--- src/rtl/cev_pkg.sv ---
package cev_pkg;

    // Frame size bounds and field widths.
    localparam int MAX_WIDTH   = 1024;
    localparam int MAX_HEIGHT  = 1024;
    localparam int SIZE_W      = 11;
    localparam int POS_W       = 10;
    localparam int EXT_W       = 11;
    localparam int CFG_INDEX_W = 2;

    // Register indexes of the configuration port.
    localparam logic [CFG_INDEX_W-1:0] REG_FRAME_WIDTH  = 2'd0;
    localparam logic [CFG_INDEX_W-1:0] REG_FRAME_HEIGHT = 2'd1;

    // Reset values of the size registers.
    localparam logic [SIZE_W-1:0] WIDTH_RESET  = 11'd80;
    localparam logic [SIZE_W-1:0] HEIGHT_RESET = 11'd24;

    // Checksum constants.
    localparam logic [31:0] CRC_POLY  = 32'h82F63B78;
    localparam logic [31:0] CRC_INIT  = 32'hFFFFFFFF;
    localparam logic [63:0] FNV_BASIS = 64'hCBF29CE484222325;

    // Hash request queue depth.
    localparam int QUEUE_DEPTH = 4;
    localparam int QUEUE_AW    = 2;

    // Stream widths.
    localparam int IN_DATA_W  = 88;
    localparam int OUT_DATA_W = 104;

    // One hash request from the front part to the back part.
    typedef struct packed {
        logic             has_max;
        logic [EXT_W-1:0] max_val;
        logic             has_col;
        logic [EXT_W-1:0] col_val;
        logic             last;
        logic             match;
        logic [31:0]      crc;
    } fnv_req_t;

    // Clamps a configured size into 1 .. hi.
    function automatic logic [SIZE_W-1:0] clamp_size(input logic [SIZE_W-1:0] v,
                                                     input logic [SIZE_W-1:0] hi);
        logic [SIZE_W-1:0] r;
        r = v;
        if (v == '0)
        begin
            r = {{(SIZE_W-1){1'b0}}, 1'b1};
        end
        else if (v > hi)
        begin
            r = hi;
        end
        return r;
    endfunction

    // Reflected CRC32C over a whole 64-bit word, low byte first (XOR network).
    function automatic logic [31:0] crc_word(input logic [31:0] crc_in,
                                             input logic [63:0] w);
        logic [31:0] c;
        c = crc_in;
        for (int b = 0; b < 64; b++)
        begin
            c = (c[0] ^ w[b]) ? ({1'b0, c[31:1]} ^ CRC_POLY) : {1'b0, c[31:1]};
        end
        return c;
    endfunction

    // Multiply by the FNV-1a 64 prime, 2^40 + 0x1B3, as a sum of shifts.
    function automatic logic [63:0] fnv_mul(input logic [63:0] x);
        return (x << 40) + (x << 8) + (x << 7) + (x << 5) + (x << 4) + (x << 1) + x;
    endfunction

endpackage

--- src/rtl/canvas_extent_verifier.sv ---
// Accepts one cell per cycle while the hash request queue is not full; the CRC and
// extent checks keep pace in the front part. Each row end and each frame's first cell
// queue a 4-byte FNV-1a step (8 bytes when both) in the back part, one byte per cycle
// unless a result waits for the output; rows narrower than about 4 cells slow intake.
// rst_n clears all frame state, the queue and the output; sizes reset to 80 by 24.
module canvas_extent_verifier
    import cev_pkg::*;
(
    input  logic                   clk,
    input  logic                   rst_n,
    input  logic                   cfg_valid,
    output logic                   cfg_ready,
    input  logic [CFG_INDEX_W-1:0] cfg_index,
    input  logic [SIZE_W-1:0]      cfg_data,
    input  logic                   s_tvalid,
    output logic                   s_tready,
    // Fields from bit 0: cell_word[63:0], cached_last_col[74:64], cached_max_row[85:75].
    input  logic [IN_DATA_W-1:0]   s_tdata,
    output logic                   m_tvalid,
    input  logic                   m_tready,
    // Fields from bit 0: caches_match[0], cell_hash[32:1], cache_hash[96:33].
    output logic [OUT_DATA_W-1:0]  m_tdata
);

    logic     q_push;
    logic     q_pop;
    logic     q_full;
    logic     q_empty;
    fnv_req_t q_in;
    fnv_req_t q_out;

    assign cfg_ready = 1'b1;

    // Front part: counters, CRC and extent checks.
    cev_front u_front (
        .clk             (clk),
        .rst_n           (rst_n),
        .cfg_valid       (cfg_valid),
        .cfg_index       (cfg_index),
        .cfg_data        (cfg_data),
        .in_valid        (s_tvalid),
        .cell_word       (s_tdata[63:0]),
        .cached_last_col (s_tdata[74:64]),
        .cached_max_row  (s_tdata[85:75]),
        .q_full          (q_full),
        .in_ready        (s_tready),
        .q_push          (q_push),
        .q_data          (q_in)
    );

    // Hash request queue.
    cev_queue u_queue (
        .clk       (clk),
        .rst_n     (rst_n),
        .push      (q_push),
        .push_data (q_in),
        .full      (q_full),
        .pop       (q_pop),
        .pop_data  (q_out),
        .empty     (q_empty)
    );

    // Back part: FNV hash and result output.
    cev_back u_back (
        .clk       (clk),
        .rst_n     (rst_n),
        .q_empty   (q_empty),
        .q_data    (q_out),
        .q_pop     (q_pop),
        .out_valid (m_tvalid),
        .out_ready (m_tready),
        .out_data  (m_tdata)
    );

endmodule

--- src/rtl/cev_queue.sv ---
module cev_queue
    import cev_pkg::*;
(
    input  logic     clk,
    input  logic     rst_n,
    input  logic     push,
    input  fnv_req_t push_data,
    output logic     full,
    input  logic     pop,
    output fnv_req_t pop_data,
    output logic     empty
);

    fnv_req_t                entry_reg [QUEUE_DEPTH];
    logic [QUEUE_AW-1:0]     wr_ptr_reg;
    logic [QUEUE_AW-1:0]     rd_ptr_reg;
    logic [QUEUE_AW:0]       count_reg;
    logic [QUEUE_AW:0]       count_next;

    assign full     = (count_reg == QUEUE_DEPTH[QUEUE_AW:0]);
    assign empty    = (count_reg == '0);
    assign pop_data = entry_reg[rd_ptr_reg];

    // Occupancy follows push and pop.
    always_comb
    begin
        count_next = count_reg;
        if (push && !pop)
        begin
            count_next = count_reg + 1'b1;
        end
        else if (pop && !push)
        begin
            count_next = count_reg - 1'b1;
        end
    end

    // Pointers and count.
    always_ff @(posedge clk or negedge rst_n)
    begin
        if (!rst_n)
        begin
            wr_ptr_reg <= '0;
            rd_ptr_reg <= '0;
            count_reg  <= '0;
        end
        else
        begin
            if (push)
            begin
                wr_ptr_reg <= wr_ptr_reg + 1'b1;
            end
            if (pop)
            begin
                rd_ptr_reg <= rd_ptr_reg + 1'b1;
            end
            count_reg <= count_next;
        end
    end

    // Entry storage.
    always_ff @(posedge clk)
    begin
        if (push)
        begin
            entry_reg[wr_ptr_reg] <= push_data;
        end
    end

endmodule

--- src/rtl/cev_front.sv ---
module cev_front
    import cev_pkg::*;
(
    input  logic                   clk,
    input  logic                   rst_n,
    input  logic                   cfg_valid,
    input  logic [CFG_INDEX_W-1:0] cfg_index,
    input  logic [SIZE_W-1:0]      cfg_data,
    input  logic                   in_valid,
    input  logic [63:0]            cell_word,
    input  logic [EXT_W-1:0]       cached_last_col,
    input  logic [EXT_W-1:0]       cached_max_row,
    input  logic                   q_full,
    output logic                   in_ready,
    output logic                   q_push,
    output fnv_req_t               q_data
);

    logic [SIZE_W-1:0]        width_reg;
    logic [SIZE_W-1:0]        height_reg;
    logic [31:0]              crc_reg;
    logic [31:0]              crc_next;
    logic [POS_W-1:0]         col_reg;
    logic [POS_W-1:0]         row_reg;
    logic signed [EXT_W-1:0]  row_last_reg;
    logic signed [EXT_W-1:0]  row_last_next;
    logic signed [EXT_W-1:0]  true_max_reg;
    logic signed [EXT_W-1:0]  true_max_next;
    logic signed [EXT_W-1:0]  claim_max_reg;
    logic signed [EXT_W-1:0]  claim_max_next;
    logic                     mismatch_reg;
    logic                     mismatch_next;
    logic [SIZE_W-1:0]        width_eff;
    logic [SIZE_W-1:0]        height_eff;
    logic                     accept;
    logic                     first_cell;
    logic                     row_end;
    logic                     frame_end;

    assign in_ready = !q_full;
    assign accept   = in_valid && in_ready;

    // Classify the current cell by position.
    always_comb
    begin
        width_eff  = clamp_size(width_reg, MAX_WIDTH[SIZE_W-1:0]);
        height_eff = clamp_size(height_reg, MAX_HEIGHT[SIZE_W-1:0]);
        first_cell = (col_reg == '0) && (row_reg == '0);
        row_end    = ({1'b0, col_reg} + 1'b1) >= width_eff;
        frame_end  = row_end && (({1'b0, row_reg} + 1'b1) >= height_eff);
    end

    // Extent tracking and comparison for one cell.
    always_comb
    begin
        crc_next       = crc_word(crc_reg, cell_word);
        claim_max_next = first_cell ? $signed(cached_max_row) : claim_max_reg;
        row_last_next  = (cell_word != '0) ? $signed({1'b0, col_reg}) : row_last_reg;
        true_max_next  = true_max_reg;
        mismatch_next  = mismatch_reg;
        if (row_end)
        begin
            if ($signed(cached_last_col) != row_last_next)
            begin
                mismatch_next = 1'b1;
            end
            if (row_last_next >= 0)
            begin
                true_max_next = $signed({1'b0, row_reg});
            end
        end
        if (frame_end && (claim_max_next != true_max_next))
        begin
            mismatch_next = 1'b1;
        end
    end

    // Hash request for the back part.
    always_comb
    begin
        q_push          = accept && (first_cell || row_end);
        q_data.has_max  = first_cell;
        q_data.max_val  = cached_max_row;
        q_data.has_col  = row_end;
        q_data.col_val  = cached_last_col;
        q_data.last     = frame_end;
        q_data.match    = !mismatch_next;
        q_data.crc      = crc_next;
    end

    // Size registers.
    always_ff @(posedge clk or negedge rst_n)
    begin
        if (!rst_n)
        begin
            width_reg  <= WIDTH_RESET;
            height_reg <= HEIGHT_RESET;
        end
        else if (cfg_valid)
        begin
            case (cfg_index)
                REG_FRAME_WIDTH:  width_reg  <= cfg_data;
                REG_FRAME_HEIGHT: height_reg <= cfg_data;
                default:          ;
            endcase
        end
    end

    // Frame state; it returns to reset values at frame end.
    always_ff @(posedge clk or negedge rst_n)
    begin
        if (!rst_n)
        begin
            crc_reg       <= CRC_INIT;
            col_reg       <= '0;
            row_reg       <= '0;
            row_last_reg  <= '1;
            true_max_reg  <= '1;
            claim_max_reg <= '1;
            mismatch_reg  <= 1'b0;
        end
        else if (accept)
        begin
            if (frame_end)
            begin
                crc_reg       <= CRC_INIT;
                col_reg       <= '0;
                row_reg       <= '0;
                row_last_reg  <= '1;
                true_max_reg  <= '1;
                claim_max_reg <= '1;
                mismatch_reg  <= 1'b0;
            end
            else
            begin
                crc_reg       <= crc_next;
                claim_max_reg <= claim_max_next;
                true_max_reg  <= true_max_next;
                mismatch_reg  <= mismatch_next;
                if (row_end)
                begin
                    col_reg      <= '0;
                    row_reg      <= row_reg + 1'b1;
                    row_last_reg <= '1;
                end
                else
                begin
                    col_reg      <= col_reg + 1'b1;
                    row_last_reg <= row_last_next;
                end
            end
        end
    end

endmodule

--- src/rtl/cev_back.sv ---
module cev_back
    import cev_pkg::*;
(
    input  logic                  clk,
    input  logic                  rst_n,
    input  logic                  q_empty,
    input  fnv_req_t              q_data,
    output logic                  q_pop,
    output logic                  out_valid,
    input  logic                  out_ready,
    output logic [OUT_DATA_W-1:0] out_data
);

    fnv_req_t              cur_reg;
    logic                  busy_reg;
    logic [2:0]            idx_reg;
    logic [63:0]           fnv_reg;
    logic                  out_valid_reg;
    logic [OUT_DATA_W-1:0] out_data_reg;
    logic [63:0]           ext_word;
    logic [7:0]            cur_byte;
    logic [63:0]           fnv_new;
    logic [2:0]            idx_end;
    logic [2:0]            idx_start;
    logic                  at_end;
    logic                  out_free;
    logic                  step_ok;
    logic                  finish;

    // One byte of the sign-extended claims is folded in per cycle unless a result waits.
    always_comb
    begin
        ext_word  = {{(32-EXT_W){cur_reg.col_val[EXT_W-1]}}, cur_reg.col_val,
                     {(32-EXT_W){cur_reg.max_val[EXT_W-1]}}, cur_reg.max_val};
        cur_byte  = ext_word[{idx_reg, 3'b000} +: 8];
        fnv_new   = fnv_mul(fnv_reg ^ {56'd0, cur_byte});
        idx_end   = cur_reg.has_col ? 3'd7 : 3'd3;
        idx_start = q_data.has_max ? 3'd0 : 3'd4;
        at_end    = (idx_reg == idx_end);
        out_free  = !out_valid_reg || out_ready;
        step_ok   = busy_reg && (!(at_end && cur_reg.last) || out_free);
        finish    = step_ok && at_end;
        q_pop     = !q_empty && (!busy_reg || finish);
    end

    assign out_valid = out_valid_reg;
    assign out_data  = out_data_reg;

    // Sequencer and hash accumulator.
    always_ff @(posedge clk or negedge rst_n)
    begin
        if (!rst_n)
        begin
            busy_reg <= 1'b0;
            idx_reg  <= '0;
            fnv_reg  <= FNV_BASIS;
        end
        else
        begin
            if (step_ok)
            begin
                fnv_reg <= (finish && cur_reg.last) ? FNV_BASIS : fnv_new;
            end
            if (q_pop)
            begin
                busy_reg <= 1'b1;
                idx_reg  <= idx_start;
            end
            else
            begin
                if (finish)
                begin
                    busy_reg <= 1'b0;
                end
                if (step_ok)
                begin
                    idx_reg <= idx_reg + 1'b1;
                end
            end
        end
    end

    // Current request register.
    always_ff @(posedge clk)
    begin
        if (q_pop)
        begin
            cur_reg <= q_data;
        end
    end

    // Output register.
    always_ff @(posedge clk or negedge rst_n)
    begin
        if (!rst_n)
        begin
            out_valid_reg <= 1'b0;
        end
        else if (finish && cur_reg.last)
        begin
            out_valid_reg <= 1'b1;
        end
        else if (out_ready)
        begin
            out_valid_reg <= 1'b0;
        end
    end

    always_ff @(posedge clk)
    begin
        if (finish && cur_reg.last)
        begin
            out_data_reg <= {7'd0, fnv_new, cur_reg.crc, cur_reg.match};
        end
    end

endmodule

--- config.mk ---
export PLATFORM = sky130hd
export DESIGN_NAME = canvas_extent_verifier
export DESIGN_NICKNAME = d
export VERILOG_FILES = /design/src/rtl/cev_pkg.sv /design/src/rtl/canvas_extent_verifier.sv /design/src/rtl/cev_queue.sv /design/src/rtl/cev_front.sv /design/src/rtl/cev_back.sv
export SDC_FILE = /design/constraint.sdc
export NUM_CORES = 2
export LEC_CHECK = 0
export ABC_CLOCK_PERIOD_IN_PS = 24900
export BUFFER_PORTS_ARGS = -buffer_cell sky130_fd_sc_hd__buf_4
export CAP_MARGIN = 20
export CORE_MARGIN = 1.5
export CORE_UTILIZATION = 25
export DETAILED_ROUTE_END_ITERATION = 8
export GPL_ROUTABILITY_DRIVEN = 0
export SETUP_SLACK_MARGIN = 0.1
export SYNTH_ARGS = -nofsm -noshare
export SYNTH_HDL_FRONTEND = slang
export SYNTH_HIERARCHICAL = 1
export SYNTH_SLANG_ARGS = --single-unit
--- constraint.sdc ---
create_clock -name clk -period 24.9 [get_ports clk]
set_input_delay 7.47 -clock clk [delete_from_list [all_inputs] [get_ports clk]]
set_output_delay 7.47 -clock clk [all_outputs]
set_load 0.005 [all_outputs]
==> run metrics <==
crit path max fanout=10; Overall Global Routing Usage=about 13%; Fin Setup TNS=0 ns; final WL=112 mm; Synth cell types=92; clk buf depth=3; R2R Path End=u_queue/entry_reg[1][4]; DRT iter0 DRCs=1,683; most frequent cell on the critical path=xnor3_1; final hold vios=0; clk_lat worst skew=0.65 ns; Initial Util=25.2%; Die Footprint=0.172 sq mm; Vias/cell=4.45; CP Data Required Time=25.24 ns; Synth area leaders=edfxtp_1 27%, fa_1 11%, xnor2_1 8.6%, xnor3_1 8.6%, dfstp_2 6.0%; grt total ovfl=0; most frequent cells after synthesis=416 x xnor2_1, 386 x edfxtp_1, 241 x fa_1, 179 x nand2_1, 161 x xnor3_1; Die Ht=414 um; antenna violations before repair=3; area delta synth->final=14.2%; share of layout cells above drive strength 1=19.9%; cell taking the most area after synthesis=edfxtp_1; endpoints failing setup=0; crit path kind=input port to flip-flop; final std cells w/o fill=5,486; Post-synth EDFFs=386; Multi-input gate area=0.0246 sq mm; Worst R2R Start=u_front/crc_reg[7]; Residual DRC=0; Final period util=70.3%; htree depth=3; #FFs+latches synth=570; slowest stage cell, crit path=xnor3_1; CTS resizes=0; Die X=just over 400 um; I/O Pins=213; CP Buf/Inv Count=1; critical path startpoint category=input port; CTS Buf Count=~70; crit path DAT=17.84 ns; fmax=57.1 MHz; via count=24,400; number of port buffers=202; count of pins over their slew limit=0; root buf cell=clkbuf_16; Critical Path Source=s_tdata[7]; min cycle time layout=about 18 ns; drt first pass iters=5; worst hold path class=flip-flop to flip-flop; GR Util met3=2.58%; post-synthesis area per instance=13.9 sq um; largest net degree at the start of global routing=71; r2r setup slk=13.79 ns; DR WL/cell=20.4 um; Final Util=between 20% and 30%; Yosys top cell area share=27.4%; CTS sink count=570; CTS Hold Buffers Added=0; Post-DRT Antenna Nets=0; vias in the first global route=25,200; post-synthesis sequential area ratio=38.6%; max reg flops=232; Yosys warning count=6; top-count cell post-synth=xnor2_1; instance count on the critical path=21; setup bufs post-CTS=0; CTS tree=done; Placed Instances=5,360; first-pass GRT wire length=roughly 170 mm; Final nets=3,712; Worst-path clk slew=approximately 0.060 ns; met2 GRT Util=21.8%; relative slew slack=roughly 28%; async set-or-reset flop fraction in the synthesized netlist=32.3%; Gate Count Post-Synth=3,046; Filler Cells Inserted=roughly 17,000; CP cell instances=buf_4 > xor2_2 > xnor3_1 > xnor3_1 > xnor3_1 > xnor3_1 > xor2_4 > xor3_1 > xnor2_1 > xnor2_2 > xor2_1 > xnor3_2 > xor2_1 > xnor3_1 > xor2_4 > xor2_2 > xor3_1 > xnor3_2 > xnor3_2 > xor3_2 > xnor2_1; Max Cap Violations=0; hpwl dp=87.0 mm; Mapped Area=between 0.04 and 0.05 sq mm; critical path's top delay family=XOR/XNOR gates; met1 usage=17.0%; Row Count=150; status=finished, final reports clean; measured slew at the worst slew-check pin=1.08 ns; Most Crowded Layer GR=met2; Worst Setup EP=u_queue/entry_reg[1][4]; ys flop type=edfxtp_1; CP endpoint kind=flip-flop; Worst path max stage delay=just over 0.9 ns; Core Area=0.168 sq mm; Register Area=roughly 0.016 sq mm; reg2reg path depth=20; RSZ-0062 raised after global routing=false; clk_skew=about 0.042 ns
## placed cells by master, fill, tap and decap left out, drive strengths merged, types with 11 or more instances in the layout
master and count:
a21o 46, a21oi 80, a22o 28, a31oi 16, buf 234, clkbuf 91, clkinv 23, dfrtp 87
dfstp 97, edfxtp 386, fa 241, ha 138, inv 151, mux2 26, mux2i 38, mux4 60
nand2 179, nand2b 23, nand3 31, nand4 29, nor2 82, nor2b 12, nor3 19, nor4 31
o21ai 85, o21bai 11, o22a 55, o22ai 12, xnor2 464, xnor3 190, xor2 170, xor3 23
## worst reg2reg max path: cells and delay by family (launching register included)
family / cells / cell delay [ns]
xor gates and xnor gates: 20 / 10.21
DFF: 1 / 0.57
## metrics by stage
step,instance area (sq um),worst slack (ns),hold slack [ns]
final,48300,7.40,0.408
after floorplan,42300,9.25,0.400
after global routing,48300,7.22,0.417
after detailed placement,46000,6.87,0.405
after CTS,48300,7.56,0.404
after global placement,46000,6.94,0.403
## layout make-up
class | count | share of cell area, %
Antenna cell | 2 | 0.0104
Clock buffer | 90 | 3.85
Clock inverter | 34 | 0.783
Inverter | 146 | 1.14
Multi-Input combinational cell | 2205 | 51.0
Sequential cell | 570 | 33.8
Tap cell | 2204 | 5.71
Timing Repair Buffer | 235 | 3.67
## per-layer routing
layer	vias to the layer above	wire, um
li1	11100	-
met1	12600	48400
met2	599	54800
met3	120	6020
met4	2	2470
met5	-	13
## worst min path at each step
stage,from,to,slack (ns),depth (start not counted)
final,u_back/cur_reg[8],u_back/out_data[9],0.41,0
after global routing,u_back/cur_reg[8],u_back/out_data[9],0.42,0
after CTS,u_back/cur_reg[8],u_back/out_data[9],0.40,0
after detailed placement,u_back/cur_reg[8],u_back/out_data[9],0.41,0
after global placement,u_back/cur_reg[10],u_back/out_data[11],0.40,0
after floorplan,u_back/cur_reg[32],u_back/out_data[0],0.40,0
## cell families after synthesis
| logic type | after synthesis | synth area share, % |
|---|---|---|
| AOI/OAI and AO/OA | 391 | 6.28 |
| xor gates and xnor gates | 847 | 26.3 |
| adders and majority gates | 385 | 15.6 |
| buffers and inverters | 277 | 3.29 |
| DFF | 570 | 38.6 |
| muxes | 124 | 4.79 |
| other | 2 | 0.0178 |
| and+or+nand+nor | 450 | 5.09 |
Power is left out: the tool's default activity adds up to more than one toggle a clock period on the data nets, which glitch-free logic cannot reach.
